[src/hw/rtl/whs_pkg.sv]
// ----------------------------------------------------------------------------
// whs_pkg
// shared types and constants of the wheel torque headroom scaler
// ----------------------------------------------------------------------------
package whs_pkg;

  localparam int CfgIdxW = 3;

  // configuration register indexes
  localparam logic [CfgIdxW-1:0] CFG_TIRE_RADIUS        = 3'd0;
  localparam logic [CfgIdxW-1:0] CFG_GEAR_RATIO         = 3'd1;
  localparam logic [CfgIdxW-1:0] CFG_CURRENT_PER_TORQUE = 3'd2;
  localparam logic [CfgIdxW-1:0] CFG_PHASE_RESISTANCE   = 3'd3;
  localparam logic [CfgIdxW-1:0] CFG_EMF_COEFF          = 3'd4;
  localparam logic [CfgIdxW-1:0] CFG_MAX_SLIP_VOLTAGE   = 3'd5;

  localparam logic [31:0] CFG_RESET = 32'h0001_0000;
  localparam logic [31:0] SAT32     = 32'hFFFF_FFFF;

  typedef struct packed {
    logic [31:0] tire_radius;
    logic [31:0] gear_ratio;
    logic [31:0] current_per_torque;
    logic [31:0] phase_resistance;
    logic [31:0] emf_coeff;
    logic [31:0] max_slip_voltage;
  } cfg_t;

  // one request after sign/magnitude split
  typedef struct packed {
    logic [3:0][31:0] fmag;
    logic [3:0]       fneg;
    logic [3:0][47:0] smag;
    logic [3:0]       sneg;
    logic [31:0]      supply;
  } item_t;

endpackage

[src/hw/rtl/whs_front.sv]
// ----------------------------------------------------------------------------
// whs_front
// takes requests, splits signed fields into sign and magnitude, two-entry queue
// ----------------------------------------------------------------------------
module whs_front
  import whs_pkg::*;
(
  input  logic               clk,
  input  logic               rst,
  input  logic               in_valid,
  output logic               in_stall,
  input  logic signed [31:0] force_0,
  input  logic signed [31:0] force_1,
  input  logic signed [31:0] force_2,
  input  logic signed [31:0] force_3,
  input  logic signed [47:0] motor_speed_0,
  input  logic signed [47:0] motor_speed_1,
  input  logic signed [47:0] motor_speed_2,
  input  logic signed [47:0] motor_speed_3,
  input  logic        [31:0] supply_voltage,
  output logic               q_valid,
  output item_t              q_data,
  input  logic               q_pop
);

  item_t       mem [2];
  logic        wptr;
  logic        rptr;
  logic [1:0]  count;
  item_t       entry;
  logic        push;

  logic [3:0][31:0] fr;
  logic [3:0][47:0] sp;

  assign fr = {force_3, force_2, force_1, force_0};
  assign sp = {motor_speed_3, motor_speed_2, motor_speed_1, motor_speed_0};

  always_comb begin
    for (int w = 0; w < 4; w++) begin
      entry.fneg[w] = fr[w][31];
      entry.fmag[w] = fr[w][31] ? (~fr[w] + 32'd1) : fr[w];
      entry.sneg[w] = sp[w][47];
      entry.smag[w] = sp[w][47] ? (~sp[w] + 48'd1) : sp[w];
    end
    entry.supply = supply_voltage;
  end

  assign in_stall = (count == 2'd2);
  assign push     = in_valid && !in_stall;
  assign q_valid  = (count != 2'd0);
  assign q_data   = mem[rptr];

  always_ff @(posedge clk) begin
    if (push) begin
      mem[wptr] <= entry;
    end
  end

  always_ff @(posedge clk) begin
    if (rst) begin
      wptr  <= 1'b0;
      rptr  <= 1'b0;
      count <= 2'd0;
    end else begin
      if (push) begin
        wptr <= !wptr;
      end
      if (q_pop) begin
        rptr <= !rptr;
      end
      count <= count + 2'(push) - 2'(q_pop);
    end
  end

endmodule

[config.mk]
export PLATFORM = sky130hd
export DESIGN_NAME = whs_front
export DESIGN_NICKNAME = d
export VERILOG_FILES = /design/src/hw/rtl/whs_pkg.sv /design/src/hw/rtl/whs_front.sv
export SDC_FILE = /design/constraint.sdc
export NUM_CORES = 1
export LEC_CHECK = 0
export BUFFER_PORTS_ARGS = -buffer_cell sky130_fd_sc_hd__buf_4
export CAP_MARGIN = 20
export CORE_MARGIN = 4
export CORE_UTILIZATION = 35
export CTS_CLUSTER_SIZE = 14
export DETAILED_ROUTE_END_ITERATION = 8
export GPL_ROUTABILITY_DRIVEN = 0
export GPL_TIMING_DRIVEN = 0
export SYNTH_ARGS = -nofsm -noshare
export SYNTH_HDL_FRONTEND = slang
export SYNTH_SLANG_ARGS = --single-unit
[constraint.sdc]
create_clock -name clk -period 21.8 [get_ports clk]
set_clock_uncertainty 0.05 [all_clocks]
set_input_delay 5.45 -clock clk [delete_from_list [all_inputs] [get_ports clk]]
set_output_delay 5.45 -clock clk [all_outputs]
set_load 0.01 [all_outputs]
**Yosys cells after proc, flatten, opt, wreduce, memory -nomap -nowiden**

Memories as Yosys holds them, arrays and structs flattened. A register that Yosys moved wholly into a read port is not among the register bits.
Index checks and enable logic that the tools add are counted.
Widths: inputs -> output; s select.

- ROM bits: 0
- Input port bits: 356
- Latch bits: 0
- Bits in registers: 4
- Memories: 1
- RAM bits: 720

- Eq/ne operators: 1
- Shift-type cells: 0
- Multipliers: 0
- Muxes and demuxes: 12
- Divide/modulo/power cells: 0
- Magnitude comparators: 0
- Reduce and logical (&&, ||, !) cells: 5
- $add $sub $neg: 10
- Bitwise logic cells: 8

Memory list:

| memory | depth | bits a word | read ports | clocked after Yosys merged registers in | wr ports | RTL line | RTL |
|---|---|---|---|---|---|---|---|
| mem | 2 | 360 | 1 | 1 | 1 | whs_front.sv:26 | `item_t mem [2];` |

Operators with widths:

| kind | number |
|---|---|
| $add 48x1->48 const B | 4 |
| $mux 48 | 4 |
| $not 48->48 | 4 |
| $add 32x1->32 const B | 4 |
| $mux 32 | 4 |
| $not 32->32 | 4 |
| $mux 1 | 4 |
| $logic_not 1->1 | 3 |
| $add 2x1->2 | 1 |
| $eq 2x2->1 const B | 1 |
| $reduce_bool 2->1 | 1 |
| $sub 2x1->2 | 1 |
| $logic_and 1x1->1 | 1 |

**Longest topological paths before layout**

- Depth in word-level cells: 5
- Depth in mapped cells: 8

**Worst setup path after synthesis**

OpenSTA, ideal clock, no wires.

- Path kind: in2reg
- Start: input port in_valid
- End: memory mem[0][0] (netlist name) (enable)
- Setup slack: 0.222 ns
- Arrival time: 20.439 ns
- Stages: 2
- Buffers on the path: 0
- Setup time: 1.089 ns
- Cells stage by stage: nand2_1 > nor2_1

- Word-level cells in the longest chain between the ends: 3

RTL lines:

| item | RTL line | RTL |
|---|---|---|
| from (decl) | whs_front.sv:10 | `input logic in_valid,` |
| $logic_and 1x1->1 | whs_front.sv:50 | `assign push = in_valid && !in_stall;` |
| $mux 1 | whs_front.sv:55 | `if (push) begin` |
| $mux 1 (not written as such) | whs_front.sv:56 | `mem[wptr] <= entry;` |
| to (decl) | whs_front.sv:26 |  |

Every way passes these cells.

==> flow_summary_export.csv <==
group,metric,value,unit
timing,min_period,9040,ps
power,peakVddDrop,0.0000625,V
drt,num_vias,21400,
clock_network,cts_tree,"yes",
floorplan,dieArea,97800,um^2
hold_path,min_from,"rptr",
run_status,status,"completed",
synthesis,synth-async-reset-ratio,0,%
setup_path,crit_top_cell,"clkbuf_1",
synthesis,synth_top_family_by_area,"multiplexers",
clock_network,post_cts_buffers,0,
timing,finalSetupViolations,0,
synthesis,synth_xor_area_share,8.08,%
timing,drv_slew,0,
flow_run,max_cap_violations,0,
grt,grt_usage,19.4,%
place,place_inst,4063,
setup_path,crit_fanout,10,
drt,wire_per_inst,23.3,um
timing,worst_pin_slew,1030,ps
synthesis,synthMuxAreaShare,12.5,%
setup_path,crit_type,"flop to primary output",
grt,antenna_found_initial,9,
place,io_buffers,716,
grt,grt_pass1_wl,144,mm
grt,overflow,0,
timing,fin_setup_tns,0,ps
timing,fin_crit_sh,41.5,%
drt,drc,0,
timing,whs,487,ps
setup_path,arrival,3540,ps
layout,layout.nets,3270,
power,p_int,0.00301,W
synthesis,synth_most_common_cell,"edfxtp_1",
floorplan,die_w,313,um
power,finalPower,0.00411,W
setup_path,worstSetupStartpointType,"flop",
power,p_seq_share,45.3,%
synthesis,synth_compound_area_share,5.12,%
setup_path,r2r-start,"count[0]",
grt,first_global_vias,22400,
setup_path,required,16300,ps
floorplan,pin_count,718,
clock_network,cts_hold_buf,0,
synthesis,synth-simple-area-share,5.90,%
synthesis,ys_seq_area_share,66.8,%
power,p_comb_share,22.8,%
layout,syn_to_final_growth,30.6,%
power,p_leak,14.7,nW
clock_network,cts_root_buffer,"clkbuf_16",
synthesis,synth_largest_area_cell,"edfxtp_1",
synthesis,syn_area,32500,um^2
grt,grt_max_degree,63,
place,place_area,39900,um^2
floorplan,die_y,313,um
timing,hold_viol_final,0,
setup_path,worstPathCellList,"clkbuf_1 > buf_8 > clkbuf_1 > clkbuf_1 > mux2_2 > buf_4",
timing,fmax,0.111,GHz
clock_network,cts.repair.resized,0,
drt,drt_iter0_markers,1655,
hold_path,min_path_type,"flop to flop",
synthesis,yosys_warnings,0,
synthesis,synth_seq_cells,725,
synthesis,yosysTopAreaCellShare,66.5,%
timing,relSlewSlack,31.1,%
clock_network,clock-sinks,725,
place,dp_hpwl,75.3,mm
timing,rsz0062_at_grt,"no",
power,p_sw,0.00110,W
drt,wl,98.3,mm
floorplan,initial_utilization,35.4,%
power,p_clk_share,31.9,%
synthesis,synth_edf_count,720,
layout,finalNonFillerCells,4215,
power,power.density,96.7,nW/um^2
synthesis,syn_nets,2450,
setup_path,cp_slowest_cell,"clkbuf_1",
synthesis,ys_types,39,
layout,drive_above_1_share,42.0,%
clock_network,clk_latency,620,ps
layout,design_area,42500,um^2
clock_network,cts_buffers,82,
synthesis,syn_area_per_cell,15.6,um^2
drt,firstDrtPassIters,5,
synthesis,synthFlopType,"edfxtp_1",
synthesis,synth_common_cells,"edfxtp_1 (720), mux2_2 (360), xnor2_1 (297)",
floorplan,fp-row-count,111,
power,swShare,26.8,%
floorplan,core,91900,um^2
drt,ant_nets,0,
setup_path,slowest_delay,780,ps
drt,viasPerCell,5.08,
synthesis,synth_area_leaders,"edfxtp_1 (67%), mux2_2 (12%), xnor2_1 (8.0%)",
clock_network,cts_buffer_depth,3,
clock_network,cts.clk_slew.worst_paths,60,ps
synthesis,syn-instance-count,2084,
setup_path,cp-end-kind,"primary output",
synthesis,synthAdderAreaFrac,0.385,%
clock_network,htree_levels,3,
-- final timing paths --
| path | to | slack [ps] | depth (start not counted) |
|---|---|---|---|
| hold / removal | rptr | 490 | 2 |
| setup / recovery | q_data[247] | 12760 | 6 |
| hold reg to reg | rptr | 490 | 2 |
| setup reg to reg | mem[0][104] | 18830 | 8 |
-- cell usage in the layout (no fill, tap or decap), drive strengths merged, types with 2 or more instances in the layout --
cell      Yosys  routed
nand3        22      22
nand2        85      85
or2          17      17
or4b          4       4
or4          61      61
nand3b        4       4
clkinvlp      0       5
edfxtp      720     720
clkinv        0      37
nand2b       17      17
ha           10      10
clkbuf       75     173
nor2b         3       3
nand4b        2       2
dfxtp         5       5
mux2        360     360
nor4         29      29
inv          24      26
nor2         30      30
buf           4     740
xor2          3       3
nand4        10      10
o21ai       105     105
diode         0       5
nor3         21      21
xnor2       297     297
o31ai        86      86
or3          31      31
bufinv        0       5
o41ai        54      54
-- power by group through the flow --
stage / Combinational [W] / Sequential [W] / Clock (W)
after floorplan: 0.000432 / 0.00201 / 0
after global placement: 0.000889 / 0.00210 / 0
after detailed placement: 0.000947 / 0.00189 / 0
after CTS: 0.000953 / 0.00186 / 0.00135
after global routing: 0.00100 / 0.00188 / 0.00141
final: 0.000936 / 0.00186 / 0.00131
-- stage by stage --
| step | utilization, % | setup WS [ps] |
|---|---|---|
| 3_5_place_dp | 43.4 | 13190 |
| 5_1_grt | 46.2 | 12460 |
| 4_1_cts | 46.2 | 12480 |
| 3_3_place_gp | 42.9 | -9280 |
| 6_report | 46.2 | 12760 |
| 2_1_floorplan | - | 222 |
-- kinds of logic (layout without fill, tap and decap cells) --
family,after synthesis,after routing
flops,725,725
mux,360,360
simple gates,339,339
xor+xnor,300,300
compound gates,247,247
buf+inv,103,986
fa+ha+maj,10,10
other cells,0,5
-- area by class of cell --
type	count	area [um^2]
flip-flops and latches	725	21700
clock buffers	98	2150
plain buffers	79	305
inverters	24	90.1
repair buffers	736	5840
fillers	8226	49500
clock inverters	49	384
diodes	5	12.5
well taps	1243	1560
multi-input cells	1256	10400
-- flip-flops by register name, indices dropped and copies added (netlist names), named ones only --
register and count:
wptr 1, rptr 1, count 2, mem 720
-- per-layer routing --
| metal | up-vias | global-route usage (%) | wire (um) |
|---|---|---|---|
| met5 | - | 0 | 45 |
| met4 | 6 | 6.39 | 3320 |
| met3 | 181 | 6.29 | 8080 |
| met2 | 775 | 34.2 | 49700 |
| met1 | 10700 | 22.3 | 37200 |
| li1 | 9773 | - | - |
-- worst max-delay path: cells and delay by family (launching register included) --
| kind | cells | cell delay (ps) |
|---|---|---|
| multiplexers | 1 | 440 |
| flip-flops | 1 | 300 |
| buffers and inverters | 5 | 2140 |
Power figures use the tool's default switching activity.
